<file path="config.mk">
export PLATFORM = sky130hd
export DESIGN_NAME = two_pool_bitmap_block_allocator_flat
export DESIGN_NICKNAME = d
export VERILOG_FILES = /design/src/design/tpba_pkg.sv /design/src/design/tpba_if.sv /design/src/design/tpba_pool.sv /design/src/design/two_pool_bitmap_block_allocator.sv /design/src/flat_wrapper.sv
export SDC_FILE = /design/constraint.sdc
export NUM_CORES = 1
export LEC_CHECK = 0
export ABC_CLOCK_PERIOD_IN_PS = 6500
export BUFFER_PORTS_ARGS = -buffer_cell sky130_fd_sc_hd__buf_2
export CORE_AREA = 2 2 169 212
export DETAILED_ROUTE_END_ITERATION = 7
export DIE_AREA = 0 0 171 214
export GPL_TIMING_DRIVEN = 0
export PLACE_DENSITY = 0.63
export SETUP_SLACK_MARGIN = 0.2
export SLEW_MARGIN = 40
export SYNTH_ARGS = -nofsm -noshare
export SYNTH_HDL_FRONTEND = slang
export SYNTH_SLANG_ARGS = --single-unit
</file>
<file path="constraint.sdc">
create_clock -name clk -period 6.5 [get_ports clk]
set_input_delay 1.3 -clock clk [delete_from_list [all_inputs] [get_ports clk]]
set_output_delay 1.3 -clock clk [all_outputs]
set_load 0.005 [all_outputs]
</file>
<file path="src/design/tpba_pkg.sv">
// Shared types, codes and default sizes of the two-pool bitmap block allocator.
package tpba_pkg;

  localparam int ADDR_W    = 32;
  localparam int SIZE_W    = 16;
  localparam int INDEX_W   = 4;
  localparam int STATUS_W  = 2;
  localparam int CFG_IDX_W = 1;

  localparam int SMALL_BLOCK_BYTES_DEF = 32'h0200;
  localparam int BIG_BLOCK_BYTES_DEF   = 32'h0600;
  localparam int SMALL_BLOCKS_DEF      = 16;
  localparam int BIG_BLOCKS_DEF        = 16;

  typedef enum logic {
    CMD_ALLOC = 1'b0,
    CMD_FREE  = 1'b1
  } cmd_e_t;

  typedef enum logic [STATUS_W-1:0] {
    ST_DONE           = 2'd0,
    ST_ALLOC_FAIL     = 2'd1,
    ST_FREE_UNMATCHED = 2'd2
  } status_e_t;

  typedef enum logic [CFG_IDX_W-1:0] {
    CFG_SMALL_BASE = 1'b0,
    CFG_BIG_BASE   = 1'b1
  } cfg_reg_e_t;

  // Strobes from the top level into one pool.
  typedef struct packed {
    logic take;   // mark the lowest free block used
    logic give;   // clear the block that matched the free address
  } pool_ctl_t;

  // What one pool reports for the item under way.
  typedef struct packed {
    logic               has_free;
    logic               hit;
    logic [INDEX_W-1:0] alloc_index;
    logic [ADDR_W-1:0]  alloc_address;
    logic [INDEX_W-1:0] hit_index;
  } pool_stat_t;

endpackage

</file>
<file path="src/design/tpba_if.sv">
// Valid/ready channel interfaces for requests, results and register writes.
interface tpba_req_if;
  import tpba_pkg::*;
  logic              valid;
  logic              ready;
  logic              command;
  logic [SIZE_W-1:0] request_size;
  logic [ADDR_W-1:0] free_address;
  modport source (output valid, command, request_size, free_address, input ready);
  modport sink   (input valid, command, request_size, free_address, output ready);
endinterface

interface tpba_rsp_if;
  import tpba_pkg::*;
  logic                valid;
  logic                ready;
  logic [STATUS_W-1:0] status;
  logic                pool;
  logic [INDEX_W-1:0]  block_index;
  logic [ADDR_W-1:0]   block_address;
  modport source (output valid, status, pool, block_index, block_address, input ready);
  modport sink   (input valid, status, pool, block_index, block_address, output ready);
endinterface

interface tpba_cfg_if;
  import tpba_pkg::*;
  logic                 valid;
  logic                 ready;
  logic [CFG_IDX_W-1:0] reg_index;
  logic [ADDR_W-1:0]    wdata;
  modport source (output valid, reg_index, wdata, input ready);
  modport sink   (input valid, reg_index, wdata, output ready);
endinterface

</file>
<file path="src/design/tpba_pool.sv">
// One pool of fixed-size blocks: used bitmap, lowest-free search and address match.
module tpba_pool #(
  parameter int BLOCKS = 16,
  parameter int BYTES  = 512
) (
  input  logic                          clk,
  input  logic                          rst_n,
  input  logic [tpba_pkg::ADDR_W-1:0]   base,
  input  logic [tpba_pkg::ADDR_W-1:0]   free_address,
  input  tpba_pkg::pool_ctl_t           ctl,
  output tpba_pkg::pool_stat_t          stat
);
  import tpba_pkg::*;

  localparam int IDX_W  = (BLOCKS > 1) ? $clog2(BLOCKS) : 1;
  localparam int PROD_W = IDX_W + SIZE_W;

  logic [BLOCKS-1:0] used_r, used_nxt;
  logic              has_free;
  logic [IDX_W-1:0]  free_idx;
  logic              hit;
  logic [IDX_W-1:0]  hit_idx;
  logic [ADDR_W-1:0] offset;
  logic [PROD_W-1:0] prod;

  // Lowest clear bit of the used map.
  always_comb begin
    has_free = 1'b0;
    free_idx = '0;
    for (int i = BLOCKS - 1; i >= 0; i--) begin
      if (!used_r[i]) begin
        has_free = 1'b1;
        free_idx = IDX_W'(i);
      end
    end
  end

  // Block i starts at base + i*BYTES modulo 2^32, and i*BYTES never wraps, so a
  // match means the wrapped distance from the base equals one block's offset.
  assign offset = free_address - base;

  always_comb begin
    hit     = 1'b0;
    hit_idx = '0;
    for (int i = BLOCKS - 1; i >= 0; i--) begin
      if (offset == ADDR_W'(i * BYTES)) begin
        hit     = 1'b1;
        hit_idx = IDX_W'(i);
      end
    end
  end

  assign prod = PROD_W'(free_idx) * PROD_W'(BYTES);

  always_comb begin
    used_nxt = used_r;
    if (ctl.take && has_free) begin
      used_nxt[free_idx] = 1'b1;
    end
    if (ctl.give && hit) begin
      used_nxt[hit_idx] = 1'b0;
    end
  end

  always_ff @(posedge clk) begin
    if (!rst_n) begin
      used_r <= '0;
    end else begin
      used_r <= used_nxt;
    end
  end

  assign stat.has_free      = has_free;
  assign stat.hit           = hit;
  assign stat.alloc_index   = INDEX_W'(free_idx);
  assign stat.alloc_address = base + ADDR_W'(prod);
  assign stat.hit_index     = INDEX_W'(hit_idx);

endmodule

</file>
<file path="src/design/two_pool_bitmap_block_allocator.sv">
// Top level of the two-pool bitmap block allocator.
//
//   channel  | direction | fields                                        | transfer when
//   ---------+-----------+-----------------------------------------------+-------------------
//   in_chan  | into      | command, request_size, free_address           | valid and ready
//   out_chan | out of    | status, pool, block_index, block_address      | valid and ready
//   cfg_chan | into      | reg_index, wdata                              | valid (always ready)
//
// Each request passes through the input register and then the result
// register, and its result is offered once it reaches the result register;
// a new request is taken in every cycle while the sink does not stall. A
// single decision step between the two registers picks the answer and also
// writes the used bitmaps.
// Reset (rst_n low at a clock edge) empties both registers, frees every
// block and clears both base registers. While the result register is held by
// a stalled sink, the input register holds too and in_chan.ready falls once
// it is full.
module two_pool_bitmap_block_allocator #(
  parameter int SMALL_BLOCK_BYTES = tpba_pkg::SMALL_BLOCK_BYTES_DEF,
  parameter int BIG_BLOCK_BYTES   = tpba_pkg::BIG_BLOCK_BYTES_DEF,
  parameter int SMALL_BLOCKS      = tpba_pkg::SMALL_BLOCKS_DEF,
  parameter int BIG_BLOCKS        = tpba_pkg::BIG_BLOCKS_DEF
) (
  input  logic         clk,
  input  logic         rst_n,
  tpba_req_if.sink     in_chan,
  tpba_rsp_if.source   out_chan,
  tpba_cfg_if.sink     cfg_chan
);
  import tpba_pkg::*;

  // Base address registers; the user must write them only while the block is idle (not enforced here).
  logic [ADDR_W-1:0] small_base_r, big_base_r;

  // Input register.
  logic              s1_valid_r;
  logic              s1_cmd_r;
  logic [SIZE_W-1:0] s1_size_r;
  logic [ADDR_W-1:0] s1_addr_r;

  // Result register.
  logic                out_valid_r;
  logic [STATUS_W-1:0] out_status_r, out_status_nxt;
  logic                out_pool_r, out_pool_nxt;
  logic [INDEX_W-1:0]  out_index_r, out_index_nxt;
  logic [ADDR_W-1:0]   out_addr_r, out_addr_nxt;

  logic       advance;     // the item in the input register moves on this cycle
  logic       is_free;
  logic       size_ok;
  logic       want_small;
  logic       use_small;
  logic       use_big;
  pool_ctl_t  small_ctl, big_ctl;
  pool_stat_t small_stat, big_stat;

  assign advance          = s1_valid_r && (!out_valid_r || out_chan.ready);
  assign in_chan.ready    = !s1_valid_r || advance;
  assign cfg_chan.ready   = 1'b1;

  // Register writes.
  always_ff @(posedge clk) begin
    if (!rst_n) begin
      small_base_r <= '0;
      big_base_r   <= '0;
    end else if (cfg_chan.valid) begin
      case (cfg_chan.reg_index)
        CFG_SMALL_BASE: small_base_r <= cfg_chan.wdata;
        CFG_BIG_BASE:   big_base_r   <= cfg_chan.wdata;
        default:        ;
      endcase
    end
  end

  // Input register: load on every transfer, empty when the item moves on.
  always_ff @(posedge clk) begin
    if (!rst_n) begin
      s1_valid_r <= 1'b0;
    end else if (in_chan.valid && in_chan.ready) begin
      s1_valid_r <= 1'b1;
    end else if (advance) begin
      s1_valid_r <= 1'b0;
    end
  end

  always_ff @(posedge clk) begin
    if (in_chan.valid && in_chan.ready) begin
      s1_cmd_r  <= in_chan.command;
      s1_size_r <= in_chan.request_size;
      s1_addr_r <= in_chan.free_address;
    end
  end

  tpba_pool #(
    .BLOCKS (SMALL_BLOCKS),
    .BYTES  (SMALL_BLOCK_BYTES)
  ) u_small_pool (
    .clk          (clk),
    .rst_n        (rst_n),
    .base         (small_base_r),
    .free_address (s1_addr_r),
    .ctl          (small_ctl),
    .stat         (small_stat)
  );

  tpba_pool #(
    .BLOCKS (BIG_BLOCKS),
    .BYTES  (BIG_BLOCK_BYTES)
  ) u_big_pool (
    .clk          (clk),
    .rst_n        (rst_n),
    .base         (big_base_r),
    .free_address (s1_addr_r),
    .ctl          (big_ctl),
    .stat         (big_stat)
  );

  // A size of zero or beyond a big block cannot be served. Sizes that fit a
  // small block go to the small pool first and spill to the big pool when it
  // is full; larger sizes go straight to the big pool.
  assign is_free    = (s1_cmd_r == CMD_FREE);
  assign size_ok    = (s1_size_r != '0) && (s1_size_r <= SIZE_W'(BIG_BLOCK_BYTES));
  assign want_small = (s1_size_r <= SIZE_W'(SMALL_BLOCK_BYTES));
  assign use_small  = size_ok && want_small && small_stat.has_free;
  assign use_big    = size_ok && !use_small && big_stat.has_free;

  // A free address that matches a small block is taken as that small block,
  // even when a big block starts at the same address.
  assign small_ctl.take = advance && !is_free && use_small;
  assign small_ctl.give = advance && is_free && small_stat.hit;
  assign big_ctl.take   = advance && !is_free && use_big;
  assign big_ctl.give   = advance && is_free && !small_stat.hit && big_stat.hit;

  // Result fields; every failure reports zeros besides its status.
  always_comb begin
    out_status_nxt = ST_ALLOC_FAIL;
    out_pool_nxt   = 1'b0;
    out_index_nxt  = '0;
    out_addr_nxt   = '0;
    if (is_free) begin
      if (small_stat.hit) begin
        out_status_nxt = ST_DONE;
        out_index_nxt  = small_stat.hit_index;
        out_addr_nxt   = s1_addr_r;
      end else if (big_stat.hit) begin
        out_status_nxt = ST_DONE;
        out_pool_nxt   = 1'b1;
        out_index_nxt  = big_stat.hit_index;
        out_addr_nxt   = s1_addr_r;
      end else begin
        out_status_nxt = ST_FREE_UNMATCHED;
      end
    end else if (use_small) begin
      out_status_nxt = ST_DONE;
      out_index_nxt  = small_stat.alloc_index;
      out_addr_nxt   = small_stat.alloc_address;
    end else if (use_big) begin
      out_status_nxt = ST_DONE;
      out_pool_nxt   = 1'b1;
      out_index_nxt  = big_stat.alloc_index;
      out_addr_nxt   = big_stat.alloc_address;
    end
  end

  always_ff @(posedge clk) begin
    if (!rst_n) begin
      out_valid_r <= 1'b0;
    end else if (advance) begin
      out_valid_r <= 1'b1;
    end else if (out_chan.ready) begin
      out_valid_r <= 1'b0;
    end
  end

  always_ff @(posedge clk) begin
    if (advance) begin
      out_status_r <= out_status_nxt;
      out_pool_r   <= out_pool_nxt;
      out_index_r  <= out_index_nxt;
      out_addr_r   <= out_addr_nxt;
    end
  end

  assign out_chan.valid         = out_valid_r;
  assign out_chan.status        = out_status_r;
  assign out_chan.pool          = out_pool_r;
  assign out_chan.block_index   = out_index_r;
  assign out_chan.block_address = out_addr_r;

endmodule

</file>
<file path="src/flat_wrapper.sv">
// flat-port wrapper written by rule: the top's interface ports become plain ports
module two_pool_bitmap_block_allocator_flat import tpba_pkg::*;
#(
  parameter int SMALL_BLOCK_BYTES = tpba_pkg::SMALL_BLOCK_BYTES_DEF,
  parameter int BIG_BLOCK_BYTES   = tpba_pkg::BIG_BLOCK_BYTES_DEF,
  parameter int SMALL_BLOCKS      = tpba_pkg::SMALL_BLOCKS_DEF,
  parameter int BIG_BLOCKS        = tpba_pkg::BIG_BLOCKS_DEF
)
  (clk, rst_n, in_chan_valid, in_chan_command, in_chan_request_size, in_chan_free_address, in_chan_ready, out_chan_valid, out_chan_status, out_chan_pool, out_chan_block_index, out_chan_block_address, out_chan_ready, cfg_chan_valid, cfg_chan_reg_index, cfg_chan_wdata, cfg_chan_ready);
  tpba_req_if in_chan_i ();
  tpba_rsp_if out_chan_i ();
  tpba_cfg_if cfg_chan_i ();
  input  logic clk;
  input  logic rst_n;
  input wire logic [$bits(in_chan_i.valid)-1:0] in_chan_valid;
  input wire logic [$bits(in_chan_i.command)-1:0] in_chan_command;
  input wire logic [$bits(in_chan_i.request_size)-1:0] in_chan_request_size;
  input wire logic [$bits(in_chan_i.free_address)-1:0] in_chan_free_address;
  output wire logic [$bits(in_chan_i.ready)-1:0] in_chan_ready;
  output wire logic [$bits(out_chan_i.valid)-1:0] out_chan_valid;
  output wire logic [$bits(out_chan_i.status)-1:0] out_chan_status;
  output wire logic [$bits(out_chan_i.pool)-1:0] out_chan_pool;
  output wire logic [$bits(out_chan_i.block_index)-1:0] out_chan_block_index;
  output wire logic [$bits(out_chan_i.block_address)-1:0] out_chan_block_address;
  input wire logic [$bits(out_chan_i.ready)-1:0] out_chan_ready;
  input wire logic [$bits(cfg_chan_i.valid)-1:0] cfg_chan_valid;
  input wire logic [$bits(cfg_chan_i.reg_index)-1:0] cfg_chan_reg_index;
  input wire logic [$bits(cfg_chan_i.wdata)-1:0] cfg_chan_wdata;
  output wire logic [$bits(cfg_chan_i.ready)-1:0] cfg_chan_ready;
  assign in_chan_i.valid = in_chan_valid;
  assign in_chan_i.command = in_chan_command;
  assign in_chan_i.request_size = in_chan_request_size;
  assign in_chan_i.free_address = in_chan_free_address;
  assign in_chan_ready = in_chan_i.ready;
  assign out_chan_valid = out_chan_i.valid;
  assign out_chan_status = out_chan_i.status;
  assign out_chan_pool = out_chan_i.pool;
  assign out_chan_block_index = out_chan_i.block_index;
  assign out_chan_block_address = out_chan_i.block_address;
  assign out_chan_i.ready = out_chan_ready;
  assign cfg_chan_i.valid = cfg_chan_valid;
  assign cfg_chan_i.reg_index = cfg_chan_reg_index;
  assign cfg_chan_i.wdata = cfg_chan_wdata;
  assign cfg_chan_ready = cfg_chan_i.ready;
  two_pool_bitmap_block_allocator #(.SMALL_BLOCK_BYTES(SMALL_BLOCK_BYTES), .BIG_BLOCK_BYTES(BIG_BLOCK_BYTES), .SMALL_BLOCKS(SMALL_BLOCKS), .BIG_BLOCKS(BIG_BLOCKS)) u_core (.clk(clk), .rst_n(rst_n), .in_chan(in_chan_i), .out_chan(out_chan_i), .cfg_chan(cfg_chan_i));
endmodule
</file>
==> tab_implementation.tex <==
\begin{tabular}{lr}
\hline
Metric & Value \\
\hline
\multicolumn{2}{l}{\textbf{Critical path}} \\
\quad Launching point of the worst reg2reg path & u\_core.u\_big\_pool.used\_r[14]\$\_SDFF\_PN0\_ \\
\quad Worst stage delay on the critical path & 0.49 ns \\
\quad WP data required & 6.79 ns \\
\quad CP endpoint & u\_core.out\_chan.block\_address[31]\$\_DFFE\_PP\_ \\
\quad Startpoint Class & flip-flop \\
\quad Worst endpoint data arrival time & 6.10 ns \\
\quad Worst setup EP type & flip-flop \\
\quad Setup slack on the worst flop-to-flop path & 0.69 ns \\
\quad Worst Setup Path Type & reg2reg \\
\quad Worst path slowest cell & or3b\_2 \\
\quad Endpoint of the worst register-to-register path & u\_core.out\_chan.block\_address[31]\$\_DFFE\_PP\_ \\
\quad Worst path most repeated cell & o21ai\_0 \\
\quad Length in cells of the worst reg-to-reg path & 23 \\
\quad Critical Path Fanout Max & 6 \\
\quad Crit-path cells & nor2b\_1, o21ai\_0, a21boi\_0, o21ai\_0, a21boi\_0, o21ai\_0, a21boi\_0, o21ai\_1, inv\_1, ha\_1, fa\_1, xor2\_1, ha\_1, o21ai\_0, a21boi\_0, o21ai\_0, a21oi\_2, nor2b\_2, or3b\_2, xor2\_1, o221ai\_1, o21ai\_0, a21oi\_1 \\
\quad Crit path launch & u\_core.u\_big\_pool.used\_r[14]\$\_SDFF\_PN0\_ \\
\multicolumn{2}{l}{\textbf{Logic synthesis}} \\
\quad Leading area contributor after synthesis & edfxtp\_1 \\
\quad Yosys warns & 0 \\
\quad Number of instances in the synthesized netlist & 1683 \\
\quad Mapped Avg Cell Area & 8.14 µm² \\
\quad Share of the synthesized area in the top cell type & 0.193 \\
\quad Post-synthesis register bit count & 186 \\
\quad Number of nets in the synthesized netlist & 1856 \\
\quad Synth top area cells & edfxtp\_1 (19\%), dfxtp\_1 (14\%), ha\_1 (7.6\%) \\
\quad Async S/R FF share, synth & 0 \\
\quad Synthesized cell area & 13700 µm² \\
\quad Share of the yosys chip area belonging to registers & 0.336 \\
\quad Primary FF master, synth & dfxtp\_1 \\
\quad Number of enable-type register cells in the synthesized netlist & 88 \\
\quad Number of distinct standard cells referenced by the synthesized netlist & 96 \\
\multicolumn{2}{l}{\textbf{Floorplan}} \\
\quad Effective utilization at floorplan & 0.398 \\
\quad Number of placement rows & 76 \\
\quad Top Ports & 129 \\
\quad Die extent in y & 214 µm \\
\quad Overall die area & 36600 µm² \\
\quad Horiz. Die Dim & 171 µm \\
\quad Core footprint & 34400 µm² \\
\multicolumn{2}{l}{\textbf{Detailed routing}} \\
\quad Initial detailed-routing violation count & 1064 \\
\quad Number of nets still failing antenna checks after routing & 0 \\
\quad Drt pass-1 iters & 5 \\
\quad Routed Wire Length & 49200 µm \\
\quad Vias after detailed routing & 13500 \\
\quad Via-to-Cell Ratio & 5.83 \\
\quad Avg WL per Cell & 21.3 µm \\
\quad Number of remaining DRC errors & 0 \\
\multicolumn{2}{l}{\textbf{Global route}} \\
\quad Maximum number of pins on one net before global-route repair & 37 \\
\quad Number of global-route vias before repair & 13300 \\
\quad Antenna violations before repair & 0 \\
\quad Global-route wire length before repair & 75100 µm \\
\quad Overflow left after global routing & 0 \\
\quad Overall routing resource usage & 0.268 \\
\multicolumn{2}{l}{\textbf{CTS}} \\
\quad Library cell used as clock root buffer & clkbuf\_16 \\
\quad TritonCTS clock tree & yes \\
\quad CTS H-Tree Depth & 4 \\
\quad Count of buffers added by post-CTS timing repair for setup & 0 \\
\quad Number of sinks handled by clock tree synthesis & 186 \\
\quad CTS buffer count & 17 \\
\quad Clock Path Buffers & 2 \\
\quad Reg clk slew, reported paths & 0.07 ns \\
\quad CTS hold repair buffers & 0 \\
\quad Clk\_lat worst skew & 0.46 ns \\
\multicolumn{2}{l}{\textbf{Outcome}} \\
\quad Result of the run & finished clean \\
\multicolumn{2}{l}{\textbf{STA}} \\
\quad Fraction of the cycle the final worst path needs & 0.894 \\
\quad Setup violators final & 0 \\
\quad Clock period minus worst slack & 5.81 ns \\
\quad Peak Freq & 172 MHz \\
\quad Tightest slew margin relative to the limit & 0.428 \\
\quad RSZ-0062 raised after global routing & false \\
\quad Worst Clk Skew & 0.00992 ns \\
\quad Tightest Pin Transition & 0.852 ns \\
\quad Sum of negative setup slack & 0 ns \\
\quad Max-slew violations & 0 \\
\quad Final Hold Fails & 0 \\
\multicolumn{2}{l}{\textbf{Hold path}} \\
\quad Hold WC Path Type & reg2reg \\
\multicolumn{2}{l}{\textbf{Placement}} \\
\quad Post-Place Cell Area & 15000 µm² \\
\quad Detail Placement HPWL & 38800 µm \\
\quad Final weighted congestion in routability-driven placement & 0.981 \\
\quad Count of buffers inserted at the top-level ports & 127 \\
\multicolumn{2}{l}{\textbf{Cells and area}} \\
\quad Diode insertion count for antenna repair & 0 \\
\quad Final cell area excluding filler cells & 15600 µm² \\
\quad Fill cell total of the finished layout & 3536 \\
\quad Total Nets Final & 2005 \\
\quad Area overhead of the layout relative to synthesis & 13.6\% \\
\quad Fraction of final layout cells with drive strength greater than 1 & 0.124 \\
\multicolumn{2}{l}{\textbf{Pwr}} \\
\quad Leakage power figure & 5.85 nW \\
\quad Max VDD drop & 0.137 mV \\
\quad Areal power density over the cells & 201 nW/µm² \\
\multicolumn{2}{l}{\textbf{Flow run}} \\
\quad Reported max-cap violation count & 0 \\
\hline
\end{tabular}
## synthesized netlist by cell type, types with 6 or more instances
| library cell | number |
|---|---|
| o221ai_1 | 8 |
| o211ai_1 | 19 |
| ha_1 | 83 |
| edfxtp_1 | 88 |
| nor3_1 | 52 |
| buf_6 | 10 |
| or4_1 | 6 |
| a211o_1 | 8 |
| o2111ai_1 | 7 |
| nand3_1 | 49 |
| a22oi_1 | 22 |
| dfxtp_1 | 98 |
| o21ai_0 | 107 |
| and2_1 | 7 |
| o21a_1 | 16 |
| nand2_1 | 249 |
| a31oi_1 | 17 |
| clkbuf_1 | 57 |
| mux2i_1 | 11 |
| inv_1 | 96 |
| or3_1 | 8 |
| xor2_1 | 19 |
| a21boi_0 | 11 |
| nor2_1 | 100 |
| a211oi_1 | 15 |
| and3_1 | 15 |
| o31ai_1 | 9 |
| nand2b_1 | 14 |
| xnor2_1 | 61 |
| nor4_1 | 18 |
| nand4_1 | 33 |
| o21ai_1 | 7 |
| o211a_1 | 16 |
| a21o_1 | 40 |
| mux2_2 | 6 |
| nor2b_1 | 13 |
| a21oi_1 | 173 |
| o22ai_1 | 10 |
## flip-flops by register name, summed over array words and instances, names as in the netlist
| register | count |
|---|---|
| u_core.is_free | 1 |
| u_core.small_base_r | 32 |
| u_core.u_big_pool.used_r | 16 |
| u_core.out_chan.block_address | 32 |
| u_core.s1_size_r | 16 |
| u_core.u_small_pool.used_r | 16 |
| u_core.s1_valid_r | 1 |
| u_core.out_chan.status | 2 |
| u_core.out_chan.valid | 1 |
| u_core.s1_addr_r | 32 |
| u_core.out_chan.pool | 1 |
| u_core.big_base_r | 32 |
| u_core.out_chan.block_index | 4 |
## layout by cell type (no fill, tap or decap), drive strengths merged, types with 75 or more instances in the layout
cell      n
a21oi   174
buf     148
clkbuf   75
dfxtp    98
edfxtp   88
ha       83
inv     102
nand2   249
nor2    101
o21ai   114
## power by group
group          internal [W]  switching [W]  total, W
sequential          0.00127      0.0000416   0.00132
clock              0.000537       0.000509   0.00105
combinational      0.000275       0.000491  0.000766
total               0.00209        0.00104   0.00313
## worst max-delay path: cells and delay by family (launching register included)
kind	cells	cell delay, ns
simple gates	3	1.00
fa+ha+maj	3	1.15
buf+inv	1	0.17
flops	1	0.33
compound gates	14	2.61
xor+xnor	2	0.37
## per-layer routing
layer  vias to the layer above  share of wire  routed length (µm)  GRT usage
li1                       6447              -                   -          -
met1                      6404           0.41               20200      0.319
met2                       509           0.49               24100      0.465
met3                       118          0.048                2380     0.0405
met4                         0          0.050                2440      0.131
met5                         -              0                   0          0
## stage by stage
stage	power (W)	std cells	util	hold slack [ns]	setup WS (ns)
floorplan	0.00185	1683	-	0.436	1.82
global placement	0.00208	2278	0.434	0.446	0.512
detailed placement	0.00209	2280	0.435	0.449	0.477
CTS	0.00313	2312	0.452	0.459	0.370
global route	0.00326	2313	0.452	0.476	0.356
finish	0.00313	2313	0.452	0.457	0.690
## worst min-delay path by stage
stage / startpoint / end / slack, ns / depth (start not counted)
6_report: u_core.big_base_r[27]$_SDFFE_PN0P_ / u_core.big_base_r[27]$_SDFFE_PN0P_ / 0.46 / 2
4_1_cts: u_core.big_base_r[27]$_SDFFE_PN0P_ / u_core.big_base_r[27]$_SDFFE_PN0P_ / 0.46 / 2
3_5_place_dp: u_core.big_base_r[27]$_SDFFE_PN0P_ / u_core.big_base_r[27]$_SDFFE_PN0P_ / 0.45 / 2
2_1_floorplan: u_core.big_base_r[21]$_SDFFE_PN0P_ / u_core.big_base_r[21]$_SDFFE_PN0P_ / 0.44 / 2
5_1_grt: u_core.small_base_r[27]$_SDFFE_PN0P_ / u_core.small_base_r[27]$_SDFFE_PN0P_ / 0.48 / 2
3_3_place_gp: u_core.big_base_r[27]$_SDFFE_PN0P_ / u_core.big_base_r[27]$_SDFFE_PN0P_ / 0.45 / 2
## logic make-up after synthesis
group	count (synthesis)	synth area share
AOI/OAI and AO/OA	529	0.250
xor gates and xnor gates	80	0.0511
adders and majority gates	87	0.0809
buffers and inverters	174	0.0552
DFF	186	0.336
muxes	18	0.0138
other	1	0.000274
and+or+nand+nor	608	0.213
## cell type report
type	instances	area, µm²	area share
multi-input combinational	1323	8360	0.537
inverter	99	374	0.0240
sequential	186	4600	0.296
clock inverter	14	136	0.00876
clock buffer	18	429	0.0276
timing repair buffer	130	691	0.0444
tap	468	586	0.0376
buffer	75	388	0.0249
## what timing repair did
action | 4_1_cts | 5_1_grt
setup endpoints to repair | 0 | 3
resized for setup | 0 | 3
endpoints found under the hold margin | 0 | 0
Power figures use the tool's default switching activity.
